<file path="src/rtl/sspc_pkg.sv">
// shared types and constants for the stepper and solenoid pulse controller
package sspc_pkg;

  localparam int unsigned STEP_W   = 16;
  localparam int unsigned PULSE_W  = 32;
  localparam int unsigned POS_W    = 32;
  localparam int unsigned COILS    = 4;
  localparam int unsigned CFG_W    = 32;
  localparam int unsigned CFG_IDX_W = 1;

  localparam logic [STEP_W-1:0]  STEP_PERIOD_RST  = 16'd2000;
  localparam logic [PULSE_W-1:0] PULSE_LENGTH_RST = 32'd30000;

  localparam logic [CFG_IDX_W-1:0] CFG_STEP_PERIOD  = 1'd0;
  localparam logic [CFG_IDX_W-1:0] CFG_PULSE_LENGTH = 1'd1;

  typedef enum logic [1:0] {
    KIND_TICK   = 2'd0,
    KIND_PULSE  = 2'd1,
    KIND_TARGET = 2'd2
  } kind_t;

  typedef struct packed {
    kind_t                    kind;
    logic [STEP_W-1:0]        elapsed;
    logic signed [POS_W-1:0]  target_position;
  } in_item_t;

  typedef struct packed {
    logic [COILS-1:0]         coils;
    logic                     solenoid_drive;
    logic signed [POS_W-1:0]  current_position;
  } out_item_t;

endpackage

</file>
<file path="src/rtl/sspc_stepper.sv">
// stepper state: wait accumulator, position, target and wave-drive coil select
module sspc_stepper (
  input  logic                                   clk,
  input  logic                                   rst_n,
  input  logic                                   upd,
  input  sspc_pkg::in_item_t                     item,
  input  logic [sspc_pkg::STEP_W-1:0]            step_period,
  output logic [sspc_pkg::COILS-1:0]             coils_nxt,
  output logic signed [sspc_pkg::POS_W-1:0]      position_nxt
);

  logic signed [sspc_pkg::POS_W-1:0] position_r;
  logic signed [sspc_pkg::POS_W-1:0] target_r, target_nxt;
  logic [sspc_pkg::STEP_W-1:0]       wait_r, wait_nxt;
  logic                              energized_r, energized_nxt;
  logic [sspc_pkg::STEP_W-1:0]       wait_sum;
  logic [sspc_pkg::STEP_W-1:0]       wait_rem;

  assign wait_sum = wait_r + item.elapsed;
  assign wait_rem = wait_sum - step_period;

  always_comb begin
    position_nxt  = position_r;
    target_nxt    = target_r;
    wait_nxt      = wait_r;
    energized_nxt = energized_r;
    case (item.kind)
      sspc_pkg::KIND_TICK: begin
        wait_nxt = wait_sum;
        if (wait_sum >= step_period) begin
          wait_nxt = (wait_rem > (step_period >> 2)) ? '0 : wait_rem;
          if (position_r < target_r) begin
            position_nxt  = position_r + 32'sd1;
            energized_nxt = 1'b1;
          end else if (target_r < position_r) begin
            position_nxt  = position_r - 32'sd1;
            energized_nxt = 1'b1;
          end else begin
            energized_nxt = 1'b0;
          end
        end
      end
      sspc_pkg::KIND_TARGET: begin
        target_nxt = item.target_position;
      end
      default: begin
      end
    endcase
  end

  // wave drive: one coil per position modulo four
  assign coils_nxt = energized_nxt ? (4'b0001 << position_nxt[1:0]) : '0;

  always_ff @(posedge clk) begin
    if (!rst_n) begin
      position_r  <= '0;
      target_r    <= '0;
      wait_r      <= '0;
      energized_r <= 1'b1;
    end else if (upd) begin
      position_r  <= position_nxt;
      target_r    <= target_nxt;
      wait_r      <= wait_nxt;
      energized_r <= energized_nxt;
    end
  end

endmodule

</file>
<file path="src/rtl/sspc_solenoid.sv">
// solenoid pulse timer: drive flag and on-time accumulator
module sspc_solenoid (
  input  logic                          clk,
  input  logic                          rst_n,
  input  logic                          upd,
  input  sspc_pkg::in_item_t            item,
  input  logic [sspc_pkg::PULSE_W-1:0]  pulse_length,
  output logic                          active_nxt
);

  logic                          active_r;
  logic [sspc_pkg::PULSE_W-1:0]  wait_r, wait_nxt;
  logic [sspc_pkg::PULSE_W-1:0]  wait_sum;

  assign wait_sum = wait_r + {{(sspc_pkg::PULSE_W-sspc_pkg::STEP_W){1'b0}}, item.elapsed};

  always_comb begin
    active_nxt = active_r;
    wait_nxt   = wait_r;
    case (item.kind)
      sspc_pkg::KIND_TICK: begin
        if (active_r) begin
          if (wait_sum >= pulse_length) begin
            active_nxt = 1'b0;
            wait_nxt   = '0;
          end else begin
            wait_nxt = wait_sum;
          end
        end
      end
      sspc_pkg::KIND_PULSE: begin
        active_nxt = 1'b1;
      end
      default: begin
      end
    endcase
  end

  always_ff @(posedge clk) begin
    if (!rst_n) begin
      active_r <= 1'b0;
      wait_r   <= '0;
    end else if (upd) begin
      active_r <= active_nxt;
      wait_r   <= wait_nxt;
    end
  end

endmodule

</file>
<file path="src/rtl/stepper_and_solenoid_pulse_controller.sv">
// top level of the stepper and solenoid pulse controller
// Each item (a tick with elapsed microseconds, a solenoid pulse command or a
// new signed stepper target) gives exactly one result: the coil drives, the
// solenoid drive and the stepper position after that item. An accepted item
// sits in the input register; when the result register is empty or being
// read, its state update is worked out and written together with the result
// register, and the block takes one item per clock while out_ready is high.
// While a result waits on a low out_ready, the item behind it stays in the
// input register and in_ready is low. Configuration writes (index 0 step
// period, index 1 pulse length) take effect at once and are meant to be
// issued while the block is idle.
module stepper_and_solenoid_pulse_controller (
  input  logic                                 clk,
  input  logic                                 rst_n,
  input  logic                                 in_valid,
  output logic                                 in_ready,
  input  sspc_pkg::in_item_t                   in_item,
  output logic                                 out_valid,
  input  logic                                 out_ready,
  output sspc_pkg::out_item_t                  out_item,
  input  logic                                 cfg_we,
  input  logic [sspc_pkg::CFG_IDX_W-1:0]       cfg_index,
  input  logic [sspc_pkg::CFG_W-1:0]           cfg_data
);

  logic                                 s1_valid_r;
  sspc_pkg::in_item_t                   s1_item_r;
  logic                                 out_valid_r;
  sspc_pkg::out_item_t                  out_item_r, out_item_nxt;
  logic                                 advance;
  logic [sspc_pkg::STEP_W-1:0]          step_period_r;
  logic [sspc_pkg::PULSE_W-1:0]         pulse_length_r;
  logic [sspc_pkg::COILS-1:0]           coils_nxt;
  logic signed [sspc_pkg::POS_W-1:0]    position_nxt;
  logic                                 active_nxt;

  assign advance   = s1_valid_r && (!out_valid_r || out_ready);
  assign in_ready  = !s1_valid_r || advance;
  assign out_valid = out_valid_r;
  assign out_item  = out_item_r;

  always_ff @(posedge clk) begin
    if (!rst_n) begin
      step_period_r  <= sspc_pkg::STEP_PERIOD_RST;
      pulse_length_r <= sspc_pkg::PULSE_LENGTH_RST;
    end else if (cfg_we) begin
      case (cfg_index)
        sspc_pkg::CFG_STEP_PERIOD:  step_period_r  <= cfg_data[sspc_pkg::STEP_W-1:0];
        sspc_pkg::CFG_PULSE_LENGTH: pulse_length_r <= cfg_data[sspc_pkg::PULSE_W-1:0];
        default: begin
        end
      endcase
    end
  end

  always_ff @(posedge clk) begin
    if (!rst_n) begin
      s1_valid_r <= 1'b0;
    end else if (in_ready) begin
      s1_valid_r <= in_valid;
    end
    if (in_valid && in_ready) begin
      s1_item_r <= in_item;
    end
  end

  sspc_stepper u_stepper (
    .clk          (clk),
    .rst_n        (rst_n),
    .upd          (advance),
    .item         (s1_item_r),
    .step_period  (step_period_r),
    .coils_nxt    (coils_nxt),
    .position_nxt (position_nxt)
  );

  sspc_solenoid u_solenoid (
    .clk          (clk),
    .rst_n        (rst_n),
    .upd          (advance),
    .item         (s1_item_r),
    .pulse_length (pulse_length_r),
    .active_nxt   (active_nxt)
  );

  always_comb begin
    out_item_nxt.coils            = coils_nxt;
    out_item_nxt.solenoid_drive   = active_nxt;
    out_item_nxt.current_position = position_nxt;
  end

  always_ff @(posedge clk) begin
    if (!rst_n) begin
      out_valid_r <= 1'b0;
    end else if (advance) begin
      out_valid_r <= 1'b1;
    end else if (out_ready) begin
      out_valid_r <= 1'b0;
    end
    if (advance) begin
      out_item_r <= out_item_nxt;
    end
  end

endmodule

</file>
<file path="config.mk">
export PLATFORM = sky130hd
export DESIGN_NAME = stepper_and_solenoid_pulse_controller
export DESIGN_NICKNAME = d
export VERILOG_FILES = /design/src/rtl/sspc_pkg.sv /design/src/rtl/sspc_stepper.sv /design/src/rtl/sspc_solenoid.sv /design/src/rtl/stepper_and_solenoid_pulse_controller.sv
export SDC_FILE = /design/constraint.sdc
export NUM_CORES = 1
export LEC_CHECK = 0
export ABC_AREA = 1
export BUFFER_PORTS_ARGS = -buffer_cell sky130_fd_sc_hd__buf_4
export CAP_MARGIN = 20
export CORE_AREA = 2 2 210 212
export DETAILED_ROUTE_END_ITERATION = 12
export DIE_AREA = 0 0 212 214
export PLACE_DENSITY = 0.58
export SETUP_SLACK_MARGIN = 0.2
export SYNTH_ARGS = -nofsm -noshare
export SYNTH_HDL_FRONTEND = slang
export SYNTH_SLANG_ARGS = --single-unit
</file>
<file path="constraint.sdc">
create_clock -name clk -period 4.6 [get_ports clk]
set_clock_uncertainty 0.2 [all_clocks]
set_input_delay 0.46 -clock clk [delete_from_list [all_inputs] [get_ports clk]]
set_output_delay 0.46 -clock clk [all_outputs]
set_load 0.03 [all_outputs]
</file>
==> run summary, run 1 <==
After floorplanning, the core was sized to cover 42900 µm². The path class of the tightest hold or removal check is primary input to flop. Across every metal layer, demand over resource in global routing totals 18.8%.

Summed over all nets, wire length on met3 after detailed routing comes to 1830 µm. The run gives 127 as the I/O pin total. TritonCTS built the clock tree. During placement, the flow inserted port buffers numbering 126. The first TritonRoute pass finished after 5 iterations. In the synthesized netlist the dominant register cell turns out to be dfxtp_1. Setup repair after global routing could not meet its margin everywhere.

After layout, the worst path uses 95.0% of the clock period. Static timing analysis puts the maximum clock frequency at 229 MHz. The mapped netlist covers 14900 µm².

The area of the die is 45400 µm², and the maximum clock insertion buffer count is 3. The critical path is of the flop to flop type. The largest fanout on the critical path was 7; the layout overhead on the synthesized area was 30.9%. After the last flow step, the layout net total stands at 2411. In the layout the commonest cells are nand2_1 (362), inv_1 (257), a21oi_1 (196).

The placed instances occupy a cell area of 16600 µm². Setup violations remaining at the end of the flow were counted as 0. In the final routed layout, each cell accounts on average for 15.8 µm.

Total of warnings raised by yosys: 0. The tools report the nature of the critical path startpoint as a flop. Mean instance size in the synthesized netlist: 7.67 µm². The worst pin sits at a relative slew slack of 44.9%.

After synthesis the netlist holds a flip-flop and latch count of 251. The clock transition at the register clock pins on the worst setup and hold paths after CTS was 60 ps; the via count of the routed design was 13800. The post-layout minimum cycle time was 4370 ps; the worst stage delay on the critical path was 390 ps. The tools report the initial antenna violation count as 0. Clock root buffer: clkbuf_16.

For the final sum of negative setup slack, the log shows 0 ps. The run gives 21900 µm as the met2 routed wirelength. First-pass GRT wire length: 68900 µm. The starting density of the core came out at 34.8%. Leaving out fill and tap cells, the most frequent cell in the layout is nand2_1. Among the stages of the critical path, the cell type that occurs most often is nand2_1. The number of clock buffers added by TritonCTS is 30.

The analysis attributes to cell leakage a power of 8.59 nW. Among all stages on the critical path, the largest delay is contributed by edfxtp_1. The repair_antennas step left the layout with diodes totalling 0. When the netlist entered floorplanning its net count stood at 2162. The tool flagged a number of max-cap violations equal to 0. The run gives 13300 as the via count of the first global-routing pass. The floorplan row count is 76. The clock reaches the later pin of the worst-skew pair after 570 ps. Once detail routing completed, the nets flagged for antenna violations numbered 0.

Summing the sequential cell areas from Yosys gives 39.5% of the chip area. The data required time at the worst endpoint is 4890 ps, and the ratio of routed vias to standard cells is 4.93. Of all flip-flops after synthesis, the portion carrying an async set or reset was 0%.

Number of synthesized flops with an enable pin: 87. The tools report the H-tree depth as 1. The tools report the total global routing overflow as 0. The flow ran to the end, and the final reports show no timing, DRC or antenna violations. Power spread over the standard cell area amounts to 354 nW/µm². After detailed routing, the number of remaining DRC violations is 0.

The detailed router put a total of 19400 µm of wire on met1. The total detailed-routing wirelength came out at 44200 µm. After the first detailed-routing iteration, the DRC count stood at 890.

Of the cells placed in the final design, the portion with a size suffix greater than 1 is 18.3%. At the worst endpoint, the arrival time is 4660 ps. Overall power consumption after layout is estimated at 6.91 mW. The netlist uses 49 different library cells. The weighted congestion at the end of routability-driven global placement was 0.914.

The tools report the number of failing hold endpoints at the final stage as 0. For the total clock sinks, the log shows 251. The floorplan step set the die height to 214 µm. Measured along the x axis, the die boundary spans 212 µm.

Fill cells in the final layout number 4186. Transition time at the pin with the least slew margin: 825 ps. The worst setup path is captured at a flop. The finished layout cell area came out at 19500 µm². The largest net degree at the start of global routing was 80.

The topmost layer with routed signal wires was met4. The number of max-slew violations in the final report was 0; the number of instances in the synthesized netlist was 1944. IR analysis of the VDD net gives a maximum drop of 229 µV. Summed over all nets, the half-perimeter wirelength after detailed placement is 31500 µm.
## worst paths after layout
kind | startpoint | to | slack [ps] | cells after the start
max | s1_item_r[32] | u_stepper.wait_r[4] | 230 | 25
min | cfg_data[27] | pulse_length_r[27] | 20 | 3
max reg2reg | s1_item_r[32] | u_stepper.wait_r[4] | 230 | 25
min reg2reg | pulse_length_r[23] | pulse_length_r[23] | 260 | 2
## final cells by class
cell class / count / area [µm²] / share of cell area (%)
well taps: 585 / 732 / 3.75
clock buffers: 38 / 812 / 4.16
repair inverters: 1 / 5.00 / 0.0256
multi-input cells: 1359 / 8430 / 43.2
clock inverters: 18 / 260 / 1.33
repair buffers: 275 / 2340 / 12.0
flip-flops and latches: 251 / 5900 / 30.2
inverters: 275 / 1050 / 5.37
## stage by stage
step	utilization [%]	cells	worst slack, ps	hold WS (ps)
2_1_floorplan	-	1944	245	235
3_3_place_gp	38.8	2634	-55.9	253
3_5_place_dp	38.8	2634	-143	255
4_1_cts	43.8	2786	196	10.7
5_1_grt	45.5	2802	-26.7	34.5
6_report	45.5	2802	231	21.1
## critical path: cells and delay by family (launching register included)
family	cells	cell delay, ps
and+or+nand+nor	14	1390
xor gates and xnor gates	2	420
DFF	1	390
AOI/OAI and AO/OA	4	570
adders and majority gates	4	1180
buffers and inverters	1	140
## registers in the layout, indices dropped and copies added (netlist names)
register / count
s1_item_r: 50
u_solenoid.wait_r: 32
s1_valid_r: 1
out_valid: 1
out_item: 37
u_stepper.energized_r: 1
u_stepper.target_r: 32
step_period_r: 16
u_stepper.position_r: 32
u_stepper.wait_r: 16
u_solenoid.active_r: 1
pulse_length_r: 32
## synthesized netlist by cell type (8+ instances only)
| cell | instances | area share (%) |
|---|---|---|
| o21ai_1 | 13 | 0.44 |
| nor2_1 | 144 | 3.6 |
| buf_2 | 10 | 0.34 |
| o211ai_1 | 16 | 0.81 |
| clkbuf_1 | 41 | 1.0 |
| dfxtp_1 | 164 | 22 |
| inv_1 | 263 | 6.6 |
| nand4_1 | 30 | 1.3 |
| ha_1 | 127 | 11 |
| inv_2 | 8 | 0.20 |
| edfxtp_1 | 87 | 18 |
| xor2_1 | 36 | 2.1 |
| o21ai_0 | 134 | 4.5 |
| nand3_1 | 108 | 3.6 |
| nand2_1 | 378 | 9.5 |
| xnor2_1 | 18 | 1.1 |
| a22oi_1 | 24 | 1.2 |
| nor3_1 | 33 | 1.1 |
| nand3b_1 | 10 | 0.50 |
| a21oi_1 | 224 | 7.5 |
## repair_timing
action                                 CTS  global route
hold buffers                            81             0
gates resized for setup                 30           122
cloned                                   1             4
pin swaps                               20            36
endpoints found under the hold margin   88             0
setup endpoints to repair               48           114
buffers inserted                        14            12
## logic make-up after synthesis
kind of cell    after synthesis  share of synthesized area [%]
simple gates                735                           21.4
buf+inv                     335                           8.74
fa+ha+maj                   130                           11.1
xor+xnor                     56                           3.39
compound gates              437                           15.8
flops                       251                           39.5
## layer usage
metal | vias up | global-route usage, %
li1 | 7001 | -
met1 | 6456 | 24.1
met2 | 305 | 33.4
met3 | 64 | 2.29
met4 | 0 | 4.58
met5 | - | 0
## report_power, final
| group | total [mW] | internal (mW) | switching (mW) | leakage [nW] |
|---|---|---|---|---|
| combinational | 1.81 | 0.698 | 1.11 | 5.89 |
| sequential | 2.51 | 2.43 | 0.0852 | 2.18 |
| clock | 2.59 | 1.59 | 0.996 | 0.516 |
No activity file was read; power rests on OpenSTA's default activity.
==> inputs of run 2 (changes only) <==
Settings changed: BUFFER_PORTS_ARGS -buffer_cell sky130_fd_sc_hd__buf_4 to -buffer_cell sky130_fd_sc_hd__buf_2.
==> run summary, run 2 (synthesized netlist as in run 1, its figures left out) <==
The flow ran to the end, and the final reports show no timing, DRC or antenna violations. The tools report the first-pass GRT wire length as 68800 µm. Path depth of the worst reg2reg path: 28. Power comes to 6.86 mW. For the I/O pin total, the log shows 127. TritonCTS built the clock tree. For this block, the routed nets add up to 43700 µm of wire. The longest clock path from root to sink contains 3 buffers.

Most prevalent standard cell on the critical path: nand2_1. The via count of the routed design is 13800, and the final sum of negative setup slack is 0 ps. Across the whole layout, storage elements account for 5900 µm². The count of cells along the worst hold path came out at 3.

The run gives 4344 as the number of filler instances in the final layout. Clock latency on the worst-skew pair, taken at its later pin, is 590 ps. The number of flip-flops in the largest register is 50. The buffering stage count on the worst path with inverters included was 2; the initial antenna violation count was 0. Across every metal layer, demand over resource in global routing totals 18.8%.

Of the cells placed in the final design, the portion with a size suffix greater than 1 is 17.3%. The cell with the biggest individual delay on the critical path was edfxtp_1. Dividing total power by cell area gives a power density of 360 nW/µm². The leading cell type in the layout, fill and taps excluded is nand2_1. Setup violations remaining at the end of the flow were counted as 0. In this run the register-to-register setup slack is 220 ps. Antenna violation net count after detailed routing: 0. In this run the horizontal extent of the chip is 212 µm. In this run the worst setup path begins at s1_item_r[32]. The number of antenna diodes in the final layout is 0. After the last flow step, the layout net total stands at 2406. Data arrives at the worst endpoint at 4690 ps. The top cell types in the final layout, fill and taps aside, are nand2_1 (365), inv_1 (258), a21oi_1 (202). Across all hold checks on the routed design, the worst slack comes to 15.7 ps. Number of CTS-inserted buffers: 30. The core region is 42900 µm². The post-detailed-route wirelength per cell works out to 15.6 µm.

The clock period could shrink to 4380 ps. The number of failing hold endpoints at the final stage came out at 0. The number of max-slew violations in the final report is 0. The via count of the first global-routing pass was 13300. Of all nets on the critical path, the largest fanout is 7. The die is 214 µm tall. The hold path startpoint is cfg_data[11]. The die covers 45400 µm².

For this run, the top clock speed supported by timing is 228 MHz. Entering global routing, the biggest net connects 54 pins. The worst-case hold path end point is step_period_r[11]. The layout overhead on the synthesized area was 27.7%. CTS saw 251 sinks.

The tools report the number of violations of the max-capacitance limit as 0. Startpoint-to-endpoint class of the critical path: flop to flop. Input and output buffers added on the ports amount to 126.

Grouping stages by cell kind, the critical path spends the most delay in simple AND/OR/NAND/NOR gates. The final clock period utilization by the worst path came out at 95.2%. H-tree depth: 1. The sum of net half-perimeters after detailed placement was 31300 µm.

The worst register-to-register path ends at u_stepper.wait_r[2]. The detailed router finished its first iteration with 758 violations. The worst setup path is captured at a flop. The worst setup path is launched from a flop. Using the TritonRoute via totals, the vias-per-cell ratio works out to 4.92. The highest ir drop seen on vdd is 346 µV.

Across all setup checks in the final design, the least slack found is 219 ps. The congestion estimate from routability-driven global placement came to 0.880. Setup repair after global routing could not meet its margin everywhere. Clock tree synthesis selected as its root buffer the cell clkbuf_16. Summing all multi-input logic gate instances after layout gives 8290 µm². The transition time at the pin with the least slew margin was 1060 ps; the detailed-route DRC error count was 0. The register bank with the most flops was s1_item_r. For this run, the detailed router's first-pass iteration total came to 7.

The initial utilization of the core area, before any placement, comes to 34.8%. The worst register-to-register path begins at s1_item_r[32]. The run gives 8.49 nW as the cell leakage power.

The initialized floorplan defines 76 standard-cell rows. Global routing finished with a remaining overflow of 0. The setup slack at placement was -117 ps; the clock transition at the register clock pins on the worst setup and hold paths after CTS was 60 ps.

The largest single stage delay on the critical path is 430 ps. In this run the tightest slew margin relative to its limit is 29.7%. The tightest min-delay check is of the primary input to flop type. Data on the critical path is required at its endpoint by 4910 ps.
[run 2: changes by cell type in the layout (fill, tap and decap cells not counted), sizes merged]
| cell | change |
|---|---|
| buf | -2 |
| bufinv | +1 |
| clkbuf | -7 |
| clkinv | +7 |
| clkinvlp | -1 |
| dlygate4sd3 | -2 |
| inv | -1 |
[run 2: worst max path at each step]
stage / depth (start not counted) / end / slack (ps)
final: 28 / u_stepper.wait_r[2] / 220
after global placement: 26 / u_stepper.wait_r[12] / -50
after detailed placement: 27 / u_stepper.wait_r[7] / -120
after floorplan: 28 / u_stepper.wait_r[10] / 240
after global routing: 28 / u_stepper.wait_r[2] / -50
after CTS: 26 / u_stepper.wait_r[7] / 200
[run 2: report_power, final]
| part | leakage (nW) | switching [mW] | internal, mW |
|---|---|---|---|
| logic | 5.77 | 1.07 | 0.635 |
| clock network | 0.530 | 1.03 | 1.61 |
| registers | 2.18 | 0.0828 | 2.43 |
[run 2: routing by layer]
layer | track usage [%] | part of all wire [%]
met1 | 23.7 | 44
met2 | 33.4 | 49
met3 | 2.48 | 4.0
met4 | 5.49 | 3.0
met5 | 0 | 0
[run 2: per-stage QoR]
stage          util [%]  cells  area [µm²]
2_1_floorplan         -   1944       14900
3_3_place_gp       38.1   2637       16300
3_5_place_dp       38.1   2637       16300
4_1_cts            42.9   2779       18400
5_1_grt            44.4   2797       19000
6_report           44.4   2797       19000
[run 2: final cells by class]
type | instances | area share [%]
multi-input combinational | 1359 | 43.5
inverter | 275 | 5.47
clock buffer | 31 | 4.01
tap | 585 | 3.84
timing repair buffer | 271 | 10.4
clock inverter | 25 | 1.77
sequential | 251 | 31.0
[run 2: what timing repair did]
| action | CTS | global route |
|---|---|---|
| hold buffers | 79 | 0 |
| cloned | 1 | 3 |
| setup buffers | 6 | 15 |
| pin swaps | 17 | 35 |
| endpoints found under the setup margin | 48 | 108 |
| resized for setup | 31 | 99 |
| hold endpoints to repair | 83 | 0 |
[run 2: worst register-to-register path: cells and delay by family, from the launching register on]
| family | cells | cell delay, ps |
|---|---|---|
| simple gates | 14 | 1400 |
| flops | 1 | 430 |
| compound gates | 8 | 1130 |
| fa+ha+maj | 4 | 1040 |
| buf+inv | 2 | 130 |
